### src/hw/rtl/skt_pkg.sv
`default_nettype none

package skt_pkg;

  localparam int unsigned OP_W         = 3;
  localparam int unsigned KEY_W        = 32;
  localparam int unsigned IDX_W        = 6;
  localparam int unsigned ST_W         = 3;
  localparam int unsigned POS_W        = 6;
  localparam int unsigned CNT_W        = 7;
  localparam int unsigned SKT_CAPACITY = 64;

  typedef enum logic [OP_W-1:0] {
    OP_CLEAR   = 3'd0,
    OP_INS_DUP = 3'd1,
    OP_INS_UNI = 3'd2,
    OP_DELETE  = 3'd3,
    OP_SEARCH  = 3'd4,
    OP_READ    = 3'd5
  } op_t;

  typedef enum logic [ST_W-1:0] {
    ST_OK      = 3'd0,
    ST_FULL    = 3'd1,
    ST_DUP     = 3'd2,
    ST_MISSING = 3'd3,
    ST_BADIDX  = 3'd4
  } status_t;

  typedef enum logic [3:0] {
    S_IDLE,
    S_DISPATCH,
    S_FIND_RD,
    S_FIND_CHK,
    S_INS_RD,
    S_INS_CHK,
    S_DEL_RD,
    S_DEL_WR,
    S_IDX_CHK,
    S_DONE
  } ctrl_state_t;

  // read address source
  typedef enum logic [1:0] {
    RD_MID,
    RD_PTR_DN,
    RD_PTR_UP,
    RD_IDX
  } rd_sel_t;

  // result position source
  typedef enum logic [1:0] {
    POS_ZERO,
    POS_MID,
    POS_PTR,
    POS_IDX
  } pos_sel_t;

  typedef enum logic {
    WR_KEY,
    WR_RDATA
  } wr_src_t;

  typedef struct packed {
    logic     load_req;
    logic     clear_cnt;
    logic     inc_cnt;
    logic     dec_cnt;
    logic     ptr_from_cnt;
    logic     ptr_from_mid;
    logic     ptr_dec;
    logic     ptr_inc;
    logic     lo_up;
    logic     hi_down;
    logic     mid_load;
    logic     rd_en;
    rd_sel_t  rd_sel;
    logic     wr_en;
    wr_src_t  wr_src;
    logic     res_load;
    status_t  res_status;
    pos_sel_t res_pos_sel;
    logic     res_kout_rdata;
    logic     out_load;
  } skt_cmd_t;

  typedef struct packed {
    op_t  op;
    logic full;
    logic idx_ok;
    logic range_ok;
    logic rd_eq_key;
    logic rd_lt_key;
    logic rd_gt_key;
    logic at_bottom;
    logic del_more;
  } skt_stat_t;

endpackage

`default_nettype wire

### src/hw/rtl/skt_if.sv
`default_nettype none

interface skt_req_if;
  import skt_pkg::*;

  logic                    valid;
  logic                    ready;
  logic [OP_W-1:0]         opcode;
  logic signed [KEY_W-1:0] key_in;
  logic [IDX_W-1:0]        index_in;

  modport source (output valid, output opcode, output key_in, output index_in, input ready);
  modport sink   (input valid, input opcode, input key_in, input index_in, output ready);
endinterface

interface skt_rsp_if;
  import skt_pkg::*;

  logic                    valid;
  logic                    ready;
  logic [ST_W-1:0]         status;
  logic [POS_W-1:0]        position;
  logic signed [KEY_W-1:0] key_out;
  logic [CNT_W-1:0]        count;

  modport source (output valid, output status, output position, output key_out, output count,
                  input ready);
  modport sink   (input valid, input status, input position, input key_out, input count,
                  output ready);
endinterface

`default_nettype wire

### src/hw/rtl/skt_ram.sv
`default_nettype none

module skt_ram #(
  parameter int unsigned WIDTH = 32,
  parameter int unsigned DEPTH = 64,
  localparam int unsigned AW   = (DEPTH > 1) ? $clog2(DEPTH) : 1
) (
  input  logic             clk,
  input  logic             we,
  input  logic [AW-1:0]    waddr,
  input  logic [WIDTH-1:0] wdata,
  input  logic             re,
  input  logic [AW-1:0]    raddr,
  output logic [WIDTH-1:0] rdata
);

  logic [WIDTH-1:0] mem_r [DEPTH];
  logic [WIDTH-1:0] rdata_r;

  always_ff @(posedge clk) begin
    if (we) begin
      mem_r[waddr] <= wdata;
    end
    if (re) begin
      rdata_r <= mem_r[raddr];
    end
  end

  assign rdata = rdata_r;

endmodule

`default_nettype wire

### src/hw/rtl/skt_ctrl.sv
`default_nettype none

module skt_ctrl (
  input  logic               clk,
  input  logic               rst_n,
  input  logic               in_valid,
  output logic               in_ready,
  output logic               out_valid,
  input  logic               out_ready,
  input  skt_pkg::skt_stat_t stat,
  output skt_pkg::skt_cmd_t  cmd
);
  import skt_pkg::*;

  ctrl_state_t state_r, state_nxt;
  logic        out_valid_r;
  logic        out_free;

  assign out_free  = !out_valid_r || out_ready;
  assign out_valid = out_valid_r;

  always_ff @(posedge clk) begin
    if (!rst_n) begin
      state_r     <= S_IDLE;
      out_valid_r <= 1'b0;
    end else begin
      state_r <= state_nxt;
      if (cmd.out_load) begin
        out_valid_r <= 1'b1;
      end else if (out_ready) begin
        out_valid_r <= 1'b0;
      end
    end
  end

  // next state
  always_comb begin
    state_nxt = state_r;
    case (state_r)
      S_IDLE: begin
        if (in_valid) state_nxt = S_DISPATCH;
      end
      S_DISPATCH: begin
        case (stat.op)
          OP_INS_DUP: state_nxt = stat.full ? S_DONE : S_INS_RD;
          OP_INS_UNI: state_nxt = stat.full ? S_DONE : S_FIND_RD;
          OP_DELETE:  state_nxt = S_FIND_RD;
          OP_SEARCH:  state_nxt = S_FIND_RD;
          OP_READ:    state_nxt = stat.idx_ok ? S_IDX_CHK : S_DONE;
          default:    state_nxt = S_DONE;
        endcase
      end
      S_FIND_RD: begin
        if (stat.range_ok) begin
          state_nxt = S_FIND_CHK;
        end else if (stat.op == OP_INS_UNI) begin
          state_nxt = S_INS_RD;
        end else begin
          state_nxt = S_DONE;
        end
      end
      S_FIND_CHK: begin
        if (stat.rd_eq_key) begin
          state_nxt = (stat.op == OP_DELETE) ? S_DEL_RD : S_DONE;
        end else begin
          state_nxt = S_FIND_RD;
        end
      end
      S_INS_RD:  state_nxt = stat.at_bottom ? S_DONE : S_INS_CHK;
      S_INS_CHK: state_nxt = stat.rd_gt_key ? S_INS_RD : S_DONE;
      S_DEL_RD:  state_nxt = stat.del_more ? S_DEL_WR : S_DONE;
      S_DEL_WR:  state_nxt = S_DEL_RD;
      S_IDX_CHK: state_nxt = S_DONE;
      S_DONE: begin
        if (out_free) state_nxt = S_IDLE;
      end
      default:   state_nxt = S_IDLE;
    endcase
  end

  // commands
  always_comb begin
    cmd      = '0;
    in_ready = 1'b0;
    case (state_r)
      S_IDLE: begin
        in_ready     = 1'b1;
        cmd.load_req = in_valid;
      end
      S_DISPATCH: begin
        case (stat.op)
          OP_CLEAR: begin
            cmd.clear_cnt  = 1'b1;
            cmd.res_load   = 1'b1;
            cmd.res_status = ST_OK;
          end
          OP_INS_DUP: begin
            if (stat.full) begin
              cmd.res_load   = 1'b1;
              cmd.res_status = ST_FULL;
            end else begin
              cmd.ptr_from_cnt = 1'b1;
            end
          end
          OP_INS_UNI: begin
            if (stat.full) begin
              cmd.res_load   = 1'b1;
              cmd.res_status = ST_FULL;
            end
          end
          OP_DELETE: begin
          end
          OP_SEARCH: begin
          end
          OP_READ: begin
            if (stat.idx_ok) begin
              cmd.rd_en  = 1'b1;
              cmd.rd_sel = RD_IDX;
            end else begin
              cmd.res_load   = 1'b1;
              cmd.res_status = ST_BADIDX;
            end
          end
          default: begin
            // unused opcode: no change, plain ok
            cmd.res_load   = 1'b1;
            cmd.res_status = ST_OK;
          end
        endcase
      end
      S_FIND_RD: begin
        if (stat.range_ok) begin
          cmd.rd_en    = 1'b1;
          cmd.rd_sel   = RD_MID;
          cmd.mid_load = 1'b1;
        end else if (stat.op == OP_INS_UNI) begin
          cmd.ptr_from_cnt = 1'b1;
        end else begin
          cmd.res_load   = 1'b1;
          cmd.res_status = ST_MISSING;
        end
      end
      S_FIND_CHK: begin
        if (stat.rd_eq_key) begin
          cmd.res_load    = 1'b1;
          cmd.res_pos_sel = POS_MID;
          if (stat.op == OP_INS_UNI) begin
            cmd.res_status = ST_DUP;
          end else begin
            cmd.res_status   = ST_OK;
            cmd.ptr_from_mid = (stat.op == OP_DELETE);
          end
        end else if (stat.rd_lt_key) begin
          cmd.lo_up = 1'b1;
        end else begin
          cmd.hi_down = 1'b1;
        end
      end
      S_INS_RD: begin
        if (stat.at_bottom) begin
          cmd.wr_en       = 1'b1;
          cmd.wr_src      = WR_KEY;
          cmd.inc_cnt     = 1'b1;
          cmd.res_load    = 1'b1;
          cmd.res_status  = ST_OK;
          cmd.res_pos_sel = POS_PTR;
        end else begin
          cmd.rd_en  = 1'b1;
          cmd.rd_sel = RD_PTR_DN;
        end
      end
      S_INS_CHK: begin
        cmd.wr_en = 1'b1;
        if (stat.rd_gt_key) begin
          cmd.wr_src  = WR_RDATA;
          cmd.ptr_dec = 1'b1;
        end else begin
          cmd.wr_src      = WR_KEY;
          cmd.inc_cnt     = 1'b1;
          cmd.res_load    = 1'b1;
          cmd.res_status  = ST_OK;
          cmd.res_pos_sel = POS_PTR;
        end
      end
      S_DEL_RD: begin
        if (stat.del_more) begin
          cmd.rd_en  = 1'b1;
          cmd.rd_sel = RD_PTR_UP;
        end else begin
          cmd.dec_cnt = 1'b1;
        end
      end
      S_DEL_WR: begin
        cmd.wr_en   = 1'b1;
        cmd.wr_src  = WR_RDATA;
        cmd.ptr_inc = 1'b1;
      end
      S_IDX_CHK: begin
        cmd.res_load       = 1'b1;
        cmd.res_status     = ST_OK;
        cmd.res_pos_sel    = POS_IDX;
        cmd.res_kout_rdata = 1'b1;
      end
      S_DONE: begin
        cmd.out_load = out_free;
      end
      default: begin
      end
    endcase
  end

endmodule

`default_nettype wire

### src/hw/rtl/skt_dp.sv
`default_nettype none

module skt_dp #(
  parameter int unsigned CAPACITY = skt_pkg::SKT_CAPACITY
) (
  input  logic                            clk,
  input  logic                            rst_n,
  input  logic [skt_pkg::OP_W-1:0]         opcode,
  input  logic signed [skt_pkg::KEY_W-1:0] key_in,
  input  logic [skt_pkg::IDX_W-1:0]        index_in,
  input  skt_pkg::skt_cmd_t                cmd,
  output skt_pkg::skt_stat_t               stat,
  output logic [skt_pkg::ST_W-1:0]         status,
  output logic [skt_pkg::POS_W-1:0]        position,
  output logic signed [skt_pkg::KEY_W-1:0] key_out,
  output logic [skt_pkg::CNT_W-1:0]        count
);
  import skt_pkg::*;

  localparam int unsigned AW = $clog2(CAPACITY);
  localparam int unsigned CW = $clog2(CAPACITY + 1);
  localparam int unsigned XW = (CW > IDX_W) ? CW : IDX_W;

  // request and search registers
  op_t                    op_r;
  logic signed [KEY_W-1:0] key_r;
  logic [IDX_W-1:0]       idx_r;
  logic [CW-1:0]          count_r;
  logic [CW-1:0]          lo_r;
  logic [CW-1:0]          hix_r;   // exclusive upper bound
  logic [AW-1:0]          mid_r;
  logic [CW-1:0]          ptr_r;

  // result and output registers
  status_t                res_status_r;
  logic [POS_W-1:0]       res_pos_r;
  logic signed [KEY_W-1:0] res_kout_r;
  status_t                out_status_r;
  logic [POS_W-1:0]       out_pos_r;
  logic signed [KEY_W-1:0] out_kout_r;
  logic [CNT_W-1:0]       out_count_r;

  logic [CW:0]            mid_sum;
  logic [CW-1:0]          mid_nxt;
  logic [CW-1:0]          ptr_dn;
  logic [CW:0]            ptr_up;
  logic [AW-1:0]          raddr;
  logic [AW-1:0]          waddr;
  logic [KEY_W-1:0]       wdata;
  logic [KEY_W-1:0]       rd_data;
  logic [POS_W-1:0]       pos_nxt;

  assign mid_sum = {1'b0, lo_r} + {1'b0, hix_r} - (CW+1)'(1);
  assign mid_nxt = mid_sum[CW:1];
  assign ptr_dn  = ptr_r - CW'(1);
  assign ptr_up  = {1'b0, ptr_r} + (CW+1)'(1);

  always_comb begin
    case (cmd.rd_sel)
      RD_MID:    raddr = mid_nxt[AW-1:0];
      RD_PTR_DN: raddr = ptr_dn[AW-1:0];
      RD_PTR_UP: raddr = ptr_up[AW-1:0];
      RD_IDX:    raddr = AW'(idx_r);
      default:   raddr = mid_nxt[AW-1:0];
    endcase
  end

  assign waddr = ptr_r[AW-1:0];
  assign wdata = (cmd.wr_src == WR_KEY) ? key_r : rd_data;

  skt_ram #(
    .WIDTH (KEY_W),
    .DEPTH (CAPACITY)
  ) u_skt_ram (
    .clk   (clk),
    .we    (cmd.wr_en),
    .waddr (waddr),
    .wdata (wdata),
    .re    (cmd.rd_en),
    .raddr (raddr),
    .rdata (rd_data)
  );

  always_comb begin
    stat           = '0;
    stat.op        = op_r;
    stat.full      = (count_r == CW'(CAPACITY));
    stat.idx_ok    = (XW'(idx_r) < XW'(count_r));
    stat.range_ok  = (lo_r < hix_r);
    stat.rd_eq_key = ($signed(rd_data) == key_r);
    stat.rd_lt_key = ($signed(rd_data) < key_r);
    stat.rd_gt_key = ($signed(rd_data) > key_r);
    stat.at_bottom = (ptr_r == '0);
    stat.del_more  = (ptr_up < {1'b0, count_r});
  end

  always_comb begin
    case (cmd.res_pos_sel)
      POS_ZERO: pos_nxt = '0;
      POS_MID:  pos_nxt = POS_W'(mid_r);
      POS_PTR:  pos_nxt = POS_W'(ptr_r);
      POS_IDX:  pos_nxt = idx_r;
      default:  pos_nxt = '0;
    endcase
  end

  always_ff @(posedge clk) begin
    if (!rst_n) begin
      count_r <= '0;
    end else if (cmd.clear_cnt) begin
      count_r <= '0;
    end else if (cmd.inc_cnt) begin
      count_r <= count_r + CW'(1);
    end else if (cmd.dec_cnt) begin
      count_r <= count_r - CW'(1);
    end
  end

  always_ff @(posedge clk) begin
    if (cmd.load_req) begin
      op_r  <= op_t'(opcode);
      key_r <= key_in;
      idx_r <= index_in;
      lo_r  <= '0;
      hix_r <= count_r;
    end else if (cmd.lo_up) begin
      lo_r <= CW'(mid_r) + CW'(1);
    end else if (cmd.hi_down) begin
      hix_r <= CW'(mid_r);
    end

    if (cmd.mid_load) begin
      mid_r <= mid_nxt[AW-1:0];
    end

    if (cmd.ptr_from_cnt) begin
      ptr_r <= count_r;
    end else if (cmd.ptr_from_mid) begin
      ptr_r <= CW'(mid_r);
    end else if (cmd.ptr_dec) begin
      ptr_r <= ptr_dn;
    end else if (cmd.ptr_inc) begin
      ptr_r <= ptr_up[CW-1:0];
    end

    if (cmd.res_load) begin
      res_status_r <= cmd.res_status;
      res_pos_r    <= pos_nxt;
      res_kout_r   <= cmd.res_kout_rdata ? $signed(rd_data) : '0;
    end

    if (cmd.out_load) begin
      out_status_r <= res_status_r;
      out_pos_r    <= res_pos_r;
      out_kout_r   <= res_kout_r;
      out_count_r  <= CNT_W'(count_r);
    end
  end

  assign status   = out_status_r;
  assign position = out_pos_r;
  assign key_out  = out_kout_r;
  assign count    = out_count_r;

endmodule

`default_nettype wire

### src/hw/rtl/sorted_key_table.sv
// sorted_key_table: a table of signed 32-bit keys held in ascending order.
// Channels: in_chan carries one request per transaction (opcode, key_in,
// index_in); out_chan returns exactly one result transaction per request
// (status, position, key_out, count). Both use valid/ready; a transaction
// moves on a rising edge with valid and ready high.
// Requests are served one at a time. A result sits in an output register,
// so the next request is taken while the previous result waits; a stalled
// receiver only blocks the block once a second result is finished.
// Steps per request, from accept to result valid (the key RAM has a single
// read port with registered data):
//   clear, bad index, full, unused opcode: result set at dispatch
//   read at index: one RAM read; search, duplicate on unique insert: one
//     RAM read per probe (at most floor(log2(count))+1 probes)
//   insert: a read and write per key shifted up, then the key is written;
//     a unique insert first runs the search lookup
//   delete: search probes, then a read and write per key shifted down
// The block returns to idle before the next request is taken.
// Reset clears the entry count and the output valid; the key RAM is not
// cleared, since only entries below the count are ever read.
`default_nettype none

module sorted_key_table #(
  parameter int unsigned CAPACITY = skt_pkg::SKT_CAPACITY
) (
  input logic         clk,
  input logic         rst_n,
  skt_req_if.sink     in_chan,
  skt_rsp_if.source   out_chan
);
  import skt_pkg::*;

  skt_cmd_t  cmd;
  skt_stat_t stat;

  // sequencer: walks search probes and shift steps
  skt_ctrl u_skt_ctrl (
    .clk       (clk),
    .rst_n     (rst_n),
    .in_valid  (in_chan.valid),
    .in_ready  (in_chan.ready),
    .out_valid (out_chan.valid),
    .out_ready (out_chan.ready),
    .stat      (stat),
    .cmd       (cmd)
  );

  // key RAM, search bounds, shift pointer, count and output register
  skt_dp #(
    .CAPACITY (CAPACITY)
  ) u_skt_dp (
    .clk      (clk),
    .rst_n    (rst_n),
    .opcode   (in_chan.opcode),
    .key_in   (in_chan.key_in),
    .index_in (in_chan.index_in),
    .cmd      (cmd),
    .stat     (stat),
    .status   (out_chan.status),
    .position (out_chan.position),
    .key_out  (out_chan.key_out),
    .count    (out_chan.count)
  );

endmodule

`default_nettype wire

### src/flat_wrapper.sv
// flat-port wrapper written by rule: the top's interface ports become plain ports
module sorted_key_table_flat import skt_pkg::*;
#(
  parameter int unsigned CAPACITY = skt_pkg::SKT_CAPACITY
)
  (clk, rst_n, in_chan_valid, in_chan_opcode, in_chan_key_in, in_chan_index_in, in_chan_ready, out_chan_valid, out_chan_status, out_chan_position, out_chan_key_out, out_chan_count, out_chan_ready);
  skt_req_if in_chan_i ();
  skt_rsp_if out_chan_i ();
  input logic clk;
  input logic rst_n;
  input wire logic [$bits(in_chan_i.valid)-1:0] in_chan_valid;
  input wire logic [$bits(in_chan_i.opcode)-1:0] in_chan_opcode;
  input wire logic [$bits(in_chan_i.key_in)-1:0] in_chan_key_in;
  input wire logic [$bits(in_chan_i.index_in)-1:0] in_chan_index_in;
  output wire logic [$bits(in_chan_i.ready)-1:0] in_chan_ready;
  output wire logic [$bits(out_chan_i.valid)-1:0] out_chan_valid;
  output wire logic [$bits(out_chan_i.status)-1:0] out_chan_status;
  output wire logic [$bits(out_chan_i.position)-1:0] out_chan_position;
  output wire logic [$bits(out_chan_i.key_out)-1:0] out_chan_key_out;
  output wire logic [$bits(out_chan_i.count)-1:0] out_chan_count;
  input wire logic [$bits(out_chan_i.ready)-1:0] out_chan_ready;
  assign in_chan_i.valid = in_chan_valid;
  assign in_chan_i.opcode = in_chan_opcode;
  assign in_chan_i.key_in = in_chan_key_in;
  assign in_chan_i.index_in = in_chan_index_in;
  assign in_chan_ready = in_chan_i.ready;
  assign out_chan_valid = out_chan_i.valid;
  assign out_chan_status = out_chan_i.status;
  assign out_chan_position = out_chan_i.position;
  assign out_chan_key_out = out_chan_i.key_out;
  assign out_chan_count = out_chan_i.count;
  assign out_chan_i.ready = out_chan_ready;
  sorted_key_table #(.CAPACITY(CAPACITY)) u_core (.clk(clk), .rst_n(rst_n), .in_chan(in_chan_i), .out_chan(out_chan_i));
endmodule
### config.mk
export PLATFORM = sky130hd
export DESIGN_NAME = sorted_key_table_flat
export DESIGN_NICKNAME = d
export VERILOG_FILES = /design/src/hw/rtl/skt_pkg.sv /design/src/hw/rtl/skt_if.sv /design/src/hw/rtl/skt_ram.sv /design/src/hw/rtl/skt_ctrl.sv /design/src/hw/rtl/skt_dp.sv /design/src/hw/rtl/sorted_key_table.sv /design/src/flat_wrapper.sv
export SDC_FILE = /design/constraint.sdc
export NUM_CORES = 2
export LEC_CHECK = 0
export BUFFER_PORTS_ARGS = -buffer_cell sky130_fd_sc_hd__buf_2
export CAP_MARGIN = 0
export CORE_MARGIN = 5
export CORE_UTILIZATION = 49
export DETAILED_ROUTE_END_ITERATION = 6
export PLACE_DENSITY = 0.61
export SYNTH_ARGS = -nofsm -noshare
export SYNTH_HDL_FRONTEND = slang
export SYNTH_HIERARCHICAL = 1
export SYNTH_SLANG_ARGS = --single-unit
### constraint.sdc
create_clock -name clk -period 8.5 [get_ports clk]
set_input_delay 0.425 -clock clk [delete_from_list [all_inputs] [get_ports clk]]
set_output_delay 0.425 -clock clk [all_outputs]
set_load 0.005 [all_outputs]
; Word level (Yosys, flattened, before mapping)
; Memories as Yosys holds them, arrays and structs flattened. A register that Yosys moved wholly into a read port is not among the register bits.
; Cells that the tools add are included.
[word_totals]
reg_bits = 169
latch_bits = 0
ram_bits = 2048
rom_bits = 0
output_inout_bits = 50
elab_cells = 147
memories = 1
[memory_table]
columns = memory, words, word_bits, read_ports, rd_clocked_by_memory_dff, write_ports, line
row1 = u_core.u_skt_dp.u_skt_ram.mem_r, 64, 32, 1, 1, 1, skt_ram.sv:17  ; logic [WIDTH-1:0] mem_r [DEPTH];
[classes]
add_sub_neg = 7
mul = 0
div_mod_pow = 0
magnitude_cmp = 5
n_eq_ne = 25
n_shift = 0
n_mux = 75
bitwise_logic = 1
reduce_logical = 16
[ops]
columns = op, count
row1 = $mux W4, 16
row2 = $mux W7, 9
row3 = $pmux W6 S4, 2
row4 = $pmux W4 S10, 1
row5 = $eq A32 B32 Y1, 1
row6 = $gt A32 B32 Y1, 1
row7 = $lt A32 B32 Y1, 1
row8 = $mux W32, 1
row9 = $mux W1, 28
row10 = $pmux W4 S6, 1
row11 = $sub A7 B1 Y7 const B, 3
row12 = $eq A4 B3 Y1 const B, 4
row13 = $pmux W4 S4, 1
row14 = $mux W3, 4
row15 = $mux W6, 2
row16 = $pmux W3 S4, 1
row17 = $pmux W4 S3, 1
row18 = $add A7 B1 Y8 const B, 1
row19 = $eq A2 B2 Y1 const B, 4
row20 = $eq A4 B2 Y1 const B, 2
row21 = $eq A4 B4 Y1 const B, 2
row22 = $lt A8 B7 Y1, 1
row23 = $mux W8, 1
row24 = $pmux W2 S4, 1
row25 = other kinds (27), 40

; Longest topological paths before layout
[depth]
ltp_word = 7
mapped_depth = 26
depth_no_buf = 20

; By module
; The synthesis kept the hierarchy.
[by_module_without_submodules]
columns = module, n_inst, cells_each, area_each_um2, seq_area_each_um2
row1 = skt_ram, 1, 3324, 78833.1, 62459.9
row2 = skt_dp, 1, 670, 8182.8, 4784.6
row3 = skt_ctrl, 1, 118, 718.2, 100.1

; Worst setup path after synthesis
; OpenSTA, ideal clock, no wires.
[synth_path]
kind = register -> register
start = register u_core.u_skt_dp.u_skt_ram.rdata_r[31], in the netlist u_core/u_skt_dp/u_skt_ram/rdata[31] (read register of u_core.u_skt_dp.u_skt_ram.mem_r)
end = memory u_core.u_skt_dp.u_skt_ram.mem_r[0][10], data pin
setup_ps = 702
t_arrival_ps = 5346
setup_slack_ps = 2453
stages_incl_launch_ff = 14
path_buffers = 2
cell_sequence = edfxtp_1 -> ha_1 -> and4_1 -> nand4_1 -> or4_1 -> nand2b_1 -> nor3_2 -> a21oi_1 -> nand2_1 -> nor3_1 -> or2_2 -> clkbuf_1 -> clkbuf_1 -> o21ai_0
[synth_lines]
columns = element, line
row1 = "start, declared", skt_ram.sv:18  ; logic [WIDTH-1:0] rdata_r;
row2 = "end, declared", skt_ram.sv:17

==> reports/results.ini <==
[timing]
finalHoldViolations = 0
tightestPinTransition_ns = 1.19
rsz0062_at_grt = no
slew_viol_final = 0
timing.final.crit_period_ns = 7.29
whs_ns = 0.119
worst_slack_ns = 1.21
finClkSkew_ns = 0.0747
timing.setup.tns_ns = 0
finalSetupViolCount = 0
max_slew_margin_pct = 20.2
fin_crit_sh_pct = 85.7
fmax_ghz = 0.137

[detailed_routing]
drt-initial-drc-count = 5729
vias = 44100
drc = 0
ant_nets = 0
viasPerCell = 6.33
firstDrtPassIters = 6
wl_per_cell_um = 33.9
postRouteWirelength_um = 236000

[setup_path]
crit_type = reg -> reg
slowest_stage = buf_4
r2r_cells = 19
cp.arrival_ns = 7.86
critPathMaxStageDelay_ns = 0.79
end_kind = flip-flop
reg2reg_setup_slack_ns = 1.21
reg2reg_to = u_core/u_skt_dp/u_skt_ram/rdata[0]$_DFFE_PP_
cp_data_required_time_ns = 9.07
start_kind = flip-flop
rr_startpoint = u_core/u_skt_dp/ptr_r[1]$_DFFE_PP_
path_cells = inv_1 > ha_1 > ha_1 > a21boi_1 > o21a_1 > o21a_1 > o21ai_1 > nand2b_1 > a31oi_1 > nand3_1 > nand2_1 > xnor2_1 > o21ai_4 > buf_12 > buf_4 > mux4_2 > mux4_2 > o22ai_1 > nor2_1
cp_max_fo = 48

[logic_synthesis]
synthFlopType = edfxtp_1
ys_warn_count = 6
synth_edf_count = 2230
seq_area_frac_synth_pct = 76.8
ys_async_sr_fraction_pct = 0
syn_nets = 4227
avgSynthCellArea_um2 = 21.3
postSynthCellCount = 4112
synth_cell_types = 69
syn-cell-area_um2 = 87700
synth-seq-cells = 2249

[global_route]
antenna_found_initial = 16
met3_usage_pct = 4.60
grt_pass1_vias = 43600
grt_max_degree = 88
top_usage_layer = met2
grt_pass1_wl_um = 332000
use_met1_pct = 36.1
grt_overflow_total = 0
grt_use_met2_pct = 39.8
grt_usage_pct = 25.3

[floorplanning]
die_w_um = 433
std_cell_rows = 155
ios = 95
dieArea_um2 = 188000
die_height_um = 433
start_util_pct = 49.2
core_um2 = 178000

[min_path]
holdPathStages = 5
hold_start = in_chan_valid
hold-path-endpoint = u_core/u_skt_ctrl/state_r[2]$_SDFFE_PN0P_
hold_path_class = in -> reg

[layout]
final_nets = 4538
syn2layout_area_growth_pct = 14.1
final_cell_mix = 2230 x edfxtp_1, 545 x mux4_2, 221 x clkbuf_16
stdcell_area_um2 = 100000
layout_commonest_cell = edfxtp_1
layout-drive-gt1-share_pct = 27.0

[clocking]
cts.clk_slew.worst_paths_ns = 0.06
cts-root-buf = clkbuf_16
h-tree-depth = 4
cts_num_sinks = 2249
tritoncts = built
insertion_delay_ns = 0.89
cts_buffers = 221
cts_buffer_depth = 3

[status]
status = finished, final reports clean

[place]
place_ws_ns = 1.13
routabilityCongestion = 0.829
portBuffers = 94
dp_hpwl_um = 133000
place_area_um2 = 92500

[job]
max_cap_violations = 0

## stage by stage
stage               utilization [%]  cells
finish                         56.2   6974
CTS                            56.2   6971
detailed placement             51.9   6511
global placement               51.9   6511
global route                   56.2   6972
floorplan                         -   4112
## cells in the mapped netlist, drive strengths merged, types with 14 or more instances
cell    instances  area (µm²)
o221ai         27         236
edfxtp       2230       67000
nand3          22         110
clkbuf        108         405
buf           106         603
ha             68         851
nor2          173         649
o21ai          58         290
mux2           16         180
a21oi          99         499
o22ai          84         526
inv            77         289
nand2          90         338
and2           42         265
nor3           19         105
mux4          547       12300
dfxtp          19         380
nand2b         25         156
mux2i         101        1010
nor2b          24         150
xnor2          14         123
## flip-flops by register name (all words and copies together) (netlist names), 6 cells and up
register and flops:
u_core/u_skt_dp/count 7, u_core/u_skt_dp/count_r 7, u_core/u_skt_dp/hix_r 7, u_core/u_skt_dp/idx_r 6, u_core/u_skt_dp/key_out 32, u_core/u_skt_dp/key_r 32, u_core/u_skt_dp/lo_r 7, u_core/u_skt_dp/mid_r 6
u_core/u_skt_dp/position 6, u_core/u_skt_dp/ptr_r 7, u_core/u_skt_dp/res_kout_r 32, u_core/u_skt_dp/res_pos_r 6, u_core/u_skt_dp/u_skt_ram/mem_r 2048, u_core/u_skt_dp/u_skt_ram/rdata 32
## how the worst max path moves through the flow
| stage | start | endpoint | slack, ns | cells after the start |
|---|---|---|---|---|
| after detailed placement | u_core/u_skt_dp/ptr_r[0]$_DFFE_PP_ | u_core/u_skt_dp/u_skt_ram/rdata[0]$_DFFE_PP_ | 1.13 | 19 |
| after global placement | u_core/u_skt_dp/ptr_r[0]$_DFFE_PP_ | u_core/u_skt_dp/u_skt_ram/rdata[0]$_DFFE_PP_ | 1.13 | 19 |
| after global routing | u_core/u_skt_dp/ptr_r[1]$_DFFE_PP_ | u_core/u_skt_dp/u_skt_ram/rdata[0]$_DFFE_PP_ | 0.58 | 19 |
| final | u_core/u_skt_dp/ptr_r[1]$_DFFE_PP_ | u_core/u_skt_dp/u_skt_ram/rdata[0]$_DFFE_PP_ | 1.21 | 19 |
| after floorplan | u_core/u_skt_dp/u_skt_ram/rdata[31]$_DFFE_PP_ | u_core/u_skt_dp/u_skt_ram/mem_r[0][10]$_DFFE_PP_ | 2.45 | 13 |
| after CTS | u_core/u_skt_dp/ptr_r[0]$_DFFE_PP_ | u_core/u_skt_dp/u_skt_ram/rdata[0]$_DFFE_PP_ | 1.12 | 19 |
## cell type report
| type | count | area (µm²) |
|---|---|---|
| Clock buffer | 280 | 5750 |
| Inverter | 77 | 289 |
| Fill cell | 13100 | 78100 |
| Antenna cell | 3 | 7.51 |
| Tap cell | 2355 | 2950 |
| Timing Repair Buffer | 302 | 2330 |
| Sequential cell | 2249 | 67300 |
| Clock inverter | 136 | 1460 |
| Multi-Input combinational cell | 1572 | 20000 |
## repair_timing
item / 4_1_cts / 5_1_grt
setup buffers: 0 / 0
endpoints found under the hold margin: 47 / 0
gates resized for setup: 0 / 0
hold buffers: 44 / 0
## cells by family after synthesis
kind of cell,Yosys count,share of synthesized area (%)
mux,664,15.4
flops,2249,76.8
xor+xnor,25,0.250
compound gates,357,2.59
simple gates,456,2.51
fa+ha+maj,70,1.02
buf+inv,291,1.48
## worst max-delay path, delay by kind of cell (launching register included)
| family | cells | cell delay (ns) |
|---|---|---|
| xor+xnor | 1 | 0.19 |
| buf+inv | 3 | 1.27 |
| simple gates | 4 | 0.75 |
| fa+ha+maj | 2 | 0.69 |
| mux | 2 | 1.08 |
| compound gates | 7 | 2.18 |
| flops | 1 | 0.75 |
## per-layer routing
layer | part of all wire (%) | routed length [µm] | up-vias
met5 | 0.0068 | 16 | -
met4 | 4.0 | 9420 | 2
met3 | 9.2 | 21700 | 375
met2 | 47 | 112000 | 2312
met1 | 39 | 93300 | 23700
li1 | - | - | 17800
Power is left out: the tool's default activity adds up to more than one toggle a clock period on the data nets, which glitch-free logic cannot reach.
